==> config.mk <==
export PLATFORM = sky130hd
export DESIGN_NAME = wnwt_ctrl
export DESIGN_NICKNAME = d
export VERILOG_FILES = /design/src/hdl/wnwt_pkg.sv /design/src/hdl/wnwt_ctrl.sv
export SDC_FILE = /design/constraint.sdc
export NUM_CORES = 1
export LEC_CHECK = 0
export BUFFER_PORTS_ARGS = -buffer_cell sky130_fd_sc_hd__buf_4
export CORE_AREA = 2 2 39 41
export CTS_BUF_LIST = sky130_fd_sc_hd__clkbuf_8
export CTS_CLUSTER_DIAMETER = 40
export CTS_CLUSTER_SIZE = 40
export DETAILED_ROUTE_END_ITERATION = 10
export DIE_AREA = 0 0 41 43
export GPL_ROUTABILITY_DRIVEN = 0
export PLACE_DENSITY_LB_ADDON = 0.05
export SYNTH_ARGS = -nofsm -noshare
export SYNTH_HDL_FRONTEND = slang
export SYNTH_SLANG_ARGS = --single-unit
export TNS_END_PERCENT = 20
==> constraint.sdc <==
create_clock -name clk_i -period 2.5 [get_ports clk_i]
set_input_delay 0.625 -clock clk_i [delete_from_list [all_inputs] [get_ports clk_i]]
set_output_delay 0.625 -clock clk_i [all_outputs]
set_load 0.01 [all_outputs]
==> src/hdl/wnwt_pkg.sv <==
// shared types and constants for the windowed nearest waypoint tracker
// no dependencies; used by the interfaces and every module of the block

package wnwt_pkg;

  localparam int COORD_W        = 24;
  localparam int IDX_W          = 10;
  localparam int OFS_W          = 5;
  localparam int SQ_W           = 49;
  localparam int PATH_DEPTH_DEF = 1024;
  localparam int WINDOW_DEF     = 32;

  typedef enum logic [1:0] {
    OP_CLEAR  = 2'd0,
    OP_APPEND = 2'd1,
    OP_QUERY  = 2'd2
  } op_e;

  typedef enum logic [2:0] {
    ST_IDLE,
    ST_SCAN,
    ST_DRAIN,
    ST_EMIT_RD,
    ST_EMIT_LD,
    ST_EMPTY
  } state_e;

  typedef struct packed {
    logic clear;
    logic append;
    logic scan_start;
    logic scan_issue;
    logic adopt;
    logic emit_read;
    logic load_point;
    logic load_empty;
  } ctl_cmd_t;

  typedef struct packed {
    logic win_empty;
    logic ptr_last;
    logic pipe_busy;
    logic out_free;
    logic rd_last;
  } dp_status_t;

endpackage

==> src/hdl/wnwt_ctrl.sv <==
// sequencer of the tracker: decodes input words and steps scan, drain and emit
// depends on wnwt_pkg; drives command bits to wnwt_datapath

module wnwt_ctrl (
  input  logic                 clk_i,
  input  logic                 rst_ni,
  input  logic                 in_valid_i,
  input  logic [1:0]           in_opcode_i,
  output logic                 in_ready_o,
  input  wnwt_pkg::dp_status_t status_i,
  output wnwt_pkg::ctl_cmd_t   cmd_o
);

  wnwt_pkg::state_e state_q, state_d;

  always_ff @(posedge clk_i or negedge rst_ni) begin
    if (!rst_ni) begin
      state_q <= wnwt_pkg::ST_IDLE;
    end else begin
      state_q <= state_d;
    end
  end

  always_comb begin
    state_d    = state_q;
    cmd_o      = '0;
    in_ready_o = 1'b0;
    unique case (state_q)
      wnwt_pkg::ST_IDLE: begin
        in_ready_o = 1'b1;
        if (in_valid_i) begin
          case (wnwt_pkg::op_e'(in_opcode_i))
            wnwt_pkg::OP_CLEAR:  cmd_o.clear = 1'b1;
            wnwt_pkg::OP_APPEND: cmd_o.append = 1'b1;
            wnwt_pkg::OP_QUERY: begin
              if (status_i.win_empty) begin
                state_d = wnwt_pkg::ST_EMPTY;
              end else begin
                cmd_o.scan_start = 1'b1;
                state_d          = wnwt_pkg::ST_SCAN;
              end
            end
            default: ;
          endcase
        end
      end
      wnwt_pkg::ST_SCAN: begin
        cmd_o.scan_issue = 1'b1;
        if (status_i.ptr_last) begin
          state_d = wnwt_pkg::ST_DRAIN;
        end
      end
      wnwt_pkg::ST_DRAIN: begin
        if (!status_i.pipe_busy) begin
          cmd_o.adopt = 1'b1;
          state_d     = wnwt_pkg::ST_EMIT_RD;
        end
      end
      wnwt_pkg::ST_EMIT_RD: begin
        cmd_o.emit_read = 1'b1;
        state_d         = wnwt_pkg::ST_EMIT_LD;
      end
      wnwt_pkg::ST_EMIT_LD: begin
        // the next point is fetched in the same cycle its predecessor loads
        if (status_i.out_free) begin
          cmd_o.load_point = 1'b1;
          if (status_i.rd_last) begin
            state_d = wnwt_pkg::ST_IDLE;
          end else begin
            cmd_o.emit_read = 1'b1;
          end
        end
      end
      wnwt_pkg::ST_EMPTY: begin
        if (status_i.out_free) begin
          cmd_o.load_empty = 1'b1;
          state_d          = wnwt_pkg::ST_IDLE;
        end
      end
      default: state_d = wnwt_pkg::ST_IDLE;
    endcase
  end

endmodule

# [Yosys cells after proc, flatten, opt, wreduce, memory -nomap -nowiden]
# Cells that the tools add are included.
[classes] n_eq_ne=14 muxes=25 reduce_logical=3
[op_table] operator="$mux 3" n=10
[op_table] operator="$pmux 3 s6" n=1
[op_table] operator="$mux 1" n=12
[op_table] operator="$ne 2x2->1 const B" n=6
[op_table] operator="$reduce_and 7->1" n=1
[op_table] operator="$eq 3x2->1 const B" n=2
[op_table] operator="$eq 3x3->1 const B" n=2
[op_table] operator="$eq 3x1->1 const B" n=1
[op_table] operator="$logic_not 3->1" n=1
[op_table] operator="$eq 2x1->1 const B" n=1
[op_table] operator="$eq 2x2->1 const B" n=1
[op_table] operator="$logic_not 2->1" n=1
[op_table] operator="$mux 2" n=1
[op_table] operator="$ne 2x1->1 const B" n=1
[op_table] operator="$pmux 1 s2" n=1
[word_totals] regBits=3 in_bits=10 output_inout_bits=9 elab_cells=43

# [Depth between registers and ports, before layout]
# Gate-level depths: netlist of run 1.
[logic_depth] word_depth=4 mapped_depth=3 mapped_depth_nobuf=3

# [Worst setup path after synthesis of run 1]
# No wires, ideal clock.
[synth_path] kind="register to output" start="register state_q[0]" end="output port cmd_o[7] in the netlist's numbering" arrival_ns=1.162 required_ns=1.875 setup_slack_ns=0.713 path_stages_with_launch=3 n_path_buf=0 path_cell_list="dfrtp_1 -> nor3_4 -> nor4bb_1"
[synth_lines] element="start, declared" line_no="wnwt_ctrl.sv:14" source="wnwt_pkg::state_e state_q, state_d;"
[synth_lines] element="start signal, assigned" line_no="wnwt_ctrl.sv:18" source="state_q <= wnwt_pkg::ST_IDLE;"
[synth_lines] element="start signal, assigned" line_no="wnwt_ctrl.sv:20" source="state_q <= state_d;"
[synth_lines] element="end, declared" line_no="wnwt_ctrl.sv:11" source="output wnwt_pkg::ctl_cmd_t cmd_o"

==> results of run 1 <==
[cell usage after synthesis]
cell	instances	area share [%]
or3_1	1	2.5
nand3_1	2	4.0
and2b_1	1	3.0
nor3_4	1	6.4
nor3_1	1	2.0
nand3b_1	2	5.9
inv_1	2	3.0
a21oi_1	1	2.0
nand4b_2	1	5.9
o21ai_0	1	2.0
dfrtp_1	3	30
and4b_1	1	4.0
nand2_1	1	1.5
nor2b_1	1	2.5
nor2_1	4	5.9
nand2b_1	3	7.4
o211ai_2	1	4.9
nor4bb_1	1	4.0
o41ai_1	1	3.5
[critical path, delay by kind of cell (launching register included)]
family | cells | cell delay [ns]
and+or+nand+nor | 3 | 0.55
DFF | 1 | 0.47
buffers and inverters | 1 | 0.12
[through the flow]
stage                     cells  util [%]  total power, W  hold slack [ns]  instance area (um2)
final                        67      32.7        0.000393            0.192                  453
after global routing         67      32.7        0.000429            0.188                  453
after CTS                    67      32.7        0.000399            0.191                  453
after detailed placement     63      29.5        0.000262            0.416                  408
after global placement       63      29.5        0.000261            0.414                  408
after floorplan              29         -        0.000187            0.329                  253
[cell families (layout without fill, tap and decap cells)]
| logic type | Yosys count | in the layout | share of synthesized area, % |
|---|---|---|---|
| compound gates | 4 | 4 | 12.4 |
| simple gates | 20 | 20 | 54.9 |
| buf+inv | 2 | 24 | 2.97 |
| flops | 3 | 3 | 29.7 |
[area by class of cell]
| type | count | area [um2] |
|---|---|---|
| sequential | 3 | 75.1 |
| tap | 16 | 20.0 |
| clock inverter | 1 | 3.75 |
| timing repair buffer | 18 | 135 |
| inverter | 2 | 7.51 |
| clock buffer | 3 | 41.3 |
| multi-input combinational | 24 | 170 |
| fill | 161 | 931 |
[power by group through the flow]
| stage | logic, W | clock network [W] | registers (W) |
|---|---|---|---|
| floorplan | 0.0000940 | 0 | 0.0000934 |
| global placement | 0.000156 | 0 | 0.000104 |
| detailed placement | 0.000158 | 0 | 0.000104 |
| CTS | 0.000158 | 0.000137 | 0.000104 |
| global route | 0.000173 | 0.000147 | 0.000108 |
| finish | 0.000155 | 0.000135 | 0.000103 |
[final timing paths]
kind                                        start  slack [ns]                     end
max in group asynchronous                  rst_ni        2.22  state_q[1]$_DFFE_PN0P_
max reg2reg                state_q[0]$_DFFE_PN0P_        1.33  state_q[2]$_DFFE_PN0P_
max                        state_q[0]$_DFFE_PN0P_        0.51                cmd_o[5]
min reg2reg                state_q[2]$_DFFE_PN0P_        0.62  state_q[1]$_DFFE_PN0P_
min in group clk_i         state_q[2]$_DFFE_PN0P_        0.62  state_q[1]$_DFFE_PN0P_
min                                        rst_ni        0.19  state_q[2]$_DFFE_PN0P_
[routing by layer]
metal | vias up | track usage, % | routed length (um)
li1 | 150 | - | -
met3 | 2 | 3.14 | 69
met4 | 0 | 6.00 | 16
met2 | 13 | 15.3 | 352
met1 | 129 | 10.4 | 256
met5 | - | 0 | 0
==> summary.md, run 1 <==
| Metric | Value |
|---|---|
| Status | `completed` |
| Maximum operating frequency | `502 MHz` |
| Switch share | `34.5%` |
| Max Clock Skew | `0.000249 ns` |
| DRC | `0` |
| Rel. slew slack | `79.4%` |
| Slew @ Worst Pin | `0.309 ns` |
| Initial antenna violation count | `0` |
| Clock H-tree levels | `1` |
| Top flop regs | `state_q x3` |
| Die width | `41 um` |
| Combinational power share | `39.4%` |
| WP data required | `1.88 ns` |
| Clk slew on worst S/H paths | `0.03 ns` |
| First-pass GRT wire length | `1120 um` |
| Initial Util | `18.3%` |
| Pin count of the biggest net entering global routing | `10` |
| CTS tree | `done` |
| Leakage dissipation | `0.243 nW` |
| Mapped Area | `253 um2` |
| IO buf count | `18` |
| Final ANT Viol Nets | `0` |
| DIE AREA | `1760 um2` |
| DPL Wire Length | `563 um` |
| Period minus WS final | `1.99 ns` |
| CTS Root Cell | `clkbuf_8` |
| DRT Wirelength | `695 um` |
| # IOs | `19` |
| Worst reg-to-reg path cell count | `3` |
| Clock sinks | `3` |
| Max VDD drop | `0.211 mV` |
| MaxCap Viol Count | `0` |
| Clk network pwr share | `34.4%` |
| Gates resized, CTS repair | `0` |
| Grt ovf | `0` |
| CTS max path bufs | `2` |
| Cell-internal power | `0.000258 W` |
| P per Cell Area | `869 nW/um2` |
| DR vias | `294` |
| Hold Vio Cnt, Final | `0` |
| RSZ-0062 raised after global routing | `false` |
| Syn_nets | `39` |
| Fin crit share | `79.7%` |
| Crit start category | `register` |
| Most common cell after layout, fill and taps aside | `buf_4` |
| Crit path setup slack, layout | `0.507 ns` |
| Synthesis Warnings | `0` |
| Avg WL per Cell | `10.4 um` |
| Via density | `4.39` |
| Clock Latency Late Sink | `0.21 ns` |
| DRT iter0 DRCs | `0` |
| Switch Pwr | `0.000136 W` |
| Antenna cells | `0` |
| Number of global-route vias before repair | `278` |
| Cell breakdown of the critical path | `nor3_4 > nand4b_2 > nor2_1 > buf_4` |
| TNS Setup | `0 ns` |
| Hold buffers post-CTS | `0` |
| Largest Register | `state_q` |
| GRT Overall Usage | `9.66%` |
| Crit end category | `output port` |
| Endpoints failing setup | `0` |
| Cts bufs inserted | `3` |
| Yosys cell types | `19` |
| Share of cells above drive strength 1 | `47.1%` |
| Flop pwr share | `26.2%` |
| #FFs+latches synth | `3` |
| Die H | `43 um` |
| Final Max Tran Viols | `0` |
| Critical-path top delay cell | `dfrtp_1` |
| Syn avg cell area | `8.72 um2` |
| Post-CTS setup buffer count | `0` |
| Synthesized instance count | `29` |
| Number of nets in the layout | `62` |
| Most frequent cells in the layout | `18 x buf_4, 4 x nor2_1` |
| Site Rows | `14` |
| Crit path max fanout | `9` |
| Area added between synthesis and finish | `79.2%` |
| Setup Crit Path Kind | `reg -> out` |
| DP Worst Slack | `0.605 ns` |
| Register area share after synthesis | `29.7%` |
| Largest stage delay, worst path | `0.47 ns` |
| Worst EP arrival | `1.37 ns` |
| Pre-antenna DRT Iters | `1` |
| Core ar. | `1380 um2` |
| Hold Crit Class | `in -> async` |
| Max reg flops | `3` |
Power figures use the tool's default switching activity.
==> run 2, diff against run 1 <==
==> constraint.sdc (replaced) <==
create_clock -name clk_i -period 1.6 [get_ports clk_i]
set_input_delay 0.4 -clock clk_i [delete_from_list [all_inputs] [get_ports clk_i]]
set_output_delay 0.4 -clock clk_i [all_outputs]
set_load 0.01 [all_outputs]
==> summary.md, run 2 (same netlist as run 1, synthesis figures left out) <==
| Metric | Value |
|---|---|
| Slew @ Worst Pin | `0.260 ns` |
| Met1 WL | `303 um` |
| CTS max path bufs | `2` |
| WP data required | `1.20 ns` |
| Reg2Reg Launch Point | `state_q[0]$_DFFE_PN0P_` |
| DIE AREA | `1760 um2` |
| Fillers | `140` |
| Maximum operating frequency | `583 MHz` |
| Hold path depth | `3` |
| Critical path's top delay family | `simple AND/OR/NAND/NOR gates` |
| Share of cells above drive strength 1 | `59.6%` |
| Clock H-tree levels | `1` |
| Switch share | `33.5%` |
| Most common cell after layout, fill and taps aside | `buf_4` |
| Core ar. | `1380 um2` |
| # IOs | `19` |
| Clock Latency Late Sink | `0.21 ns` |
| Crit path setup slack, layout | `-0.115 ns` |
| Final Max Tran Viols | `0` |
| Number of global-route vias before repair | `335` |
| Max VDD drop | `0.580 mV` |
| Status | `finished with violations` |
| Failing checks | `setup timing` |
| Number of nets in the layout | `68` |
| Worst EP arrival | `1.32 ns` |
| Hold Crit Class | `in -> reg` |
| Site Rows | `14` |
| Initial antenna violation count | `0` |
| Critical-path top delay cell | `dfrtp_2` |
| Rel. slew slack | `82.5%` |
| Area added between synthesis and finish | `111%` |
| Initial Util | `18.3%` |
| Antenna cells | `0` |
| Cell breakdown of the critical path | `nand2b_1 > or3_1 > inv_1 > buf_4` |
| Max reg flops | `3` |
| Buf/Inv on CP | `2` |
| Overall Power | `0.000704 W` |
| Met2 wire len | `449 um` |
| Switch Pwr | `0.000236 W` |
| CTS tree | `done` |
| Clk slew on worst S/H paths | `0.03 ns` |
| DRT Wirelength | `808 um` |
| Max Clock Skew | `0.000812 ns` |
| Die width | `41 um` |
| Crit path max fanout | `3` |
| DR vias | `318` |
| CTS Root Cell | `clkbuf_8` |
| DPL Wire Length | `592 um` |
| Period minus WS final | `1.72 ns` |
| Combinational power share | `46.7%` |
| FF-to-FF setup slack | `0.41 ns` |
| Die H | `43 um` |
| P per Cell Area | `1320 nW/um2` |
| MaxCap Viol Count | `0` |
| DRT iter0 DRCs | `3` |
| Largest stage delay, worst path | `0.44 ns` |
| Top layer in use | `met3` |
| Clk network pwr share | `30.5%` |
| RSZ-0062 raised after global routing | `true` |
| First-pass GRT wire length | `1280 um` |
| TNS Setup | `-0.441 ns` |
| Cell-internal power | `0.000469 W` |
| Hold_sp | `status_i[3]` |
| Top flop regs | `state_q x3` |
| Grt ovf | `0` |
| Reg-to-Reg End | `state_q[2]$_DFFE_PN0P_` |
| Final ANT Viol Nets | `0` |
| GRT Overall Usage | `10.8%` |
| Pre-antenna DRT Iters | `4` |
| Endpoints failing setup | `6` |
| Flop pwr share | `22.8%` |
| Largest Register | `state_q` |
| Fin crit share | `107%` |
| Hold Vio Cnt, Final | `0` |
| IO buf count | `18` |
| Clock sinks | `3` |
| Cts bufs inserted | `3` |
| Via density | `4.36` |
| DRC | `0` |
| Worst reg-to-reg path cell count | `4` |
| Crit start category | `register` |
| Crit end category | `output port` |
| Pin count of the biggest net entering global routing | `10` |
| DR WL met3 | `56 um` |
| Setup Crit Path Kind | `reg -> out` |
| Avg WL per Cell | `11.1 um` |
| Leakage dissipation | `0.280 nW` |
| Hold path endpoint | `state_q[1]$_DFFE_PN0P_` |
[run 2: metal layers]
layer  vias up  GRT usage [%]
met3         0           1.57
met4         0           8.00
met1       143           9.77
met2        13           19.4
li1        162              -
met5         -              0
[run 2: worst max-delay path by stage]
stage	from	to	slack, ns	depth (start not counted)
after floorplan	state_q[0]$_DFFE_PN0P_	cmd_o[7]	0.04	2
after global placement	state_q[2]$_DFFE_PN0P_	cmd_o[3]	0.09	4
after detailed placement	state_q[1]$_DFFE_PN0P_	cmd_o[7]	0.02	3
after CTS	state_q[2]$_DFFE_PN0P_	cmd_o[3]	-0.11	4
after global routing	state_q[2]$_DFFE_PN0P_	cmd_o[3]	-0.15	4
final	state_q[2]$_DFFE_PN0P_	cmd_o[3]	-0.12	4
[run 2: repair_timing]
item / in CTS / in global routing
pin swaps: 1 / 1
endpoints found under the hold margin: 3 / 0
resized for setup: 5 / 1
setup buffers: 2 / 0
hold buffers: 1 / 0
endpoints found under the setup margin: 6 / 7
[run 2: cell type report]
cell class	count	area, um2	area share, %
clock buffer	3	41.3	7.73
sequential	3	78.8	14.8
multi-input combinational	24	188	35.1
tap	16	20.0	3.75
timing repair buffer	24	195	36.5
clock inverter	1	3.75	0.703
inverter	2	7.51	1.41
[run 2: worst reg2reg max path, stage by stage, from the launching register on]
cell and delay (ns):
dfrtp_2 0.44, nor3_4 0.25, nand4b_2 0.14, buf_4 0.16
o211ai_2 0.12
[run 2: per-stage QoR]
stage,instances,utilization (%),hold slack (ns),cell area (um2),setup slack (ns)
finish,73,38.6,0.443,534,-0.115
global route,73,38.6,0.472,534,-0.154
CTS,73,38.4,0.439,532,-0.114
detailed placement,66,31.1,0.193,430,0.0220
global placement,66,31.1,0.190,430,0.0868
floorplan,29,-,0.104,253,0.0376
[run 2: power by group through the flow]
stage | Combinational (W) | Sequential (W) | Clock, W
global placement | 0.000273 | 0.000157 | 0
detailed placement | 0.000272 | 0.000157 | 0
global route | 0.000359 | 0.000164 | 0.000225
CTS | 0.000331 | 0.000158 | 0.000219
floorplan | 0.000147 | 0.000146 | 0
finish | 0.000329 | 0.000160 | 0.000215
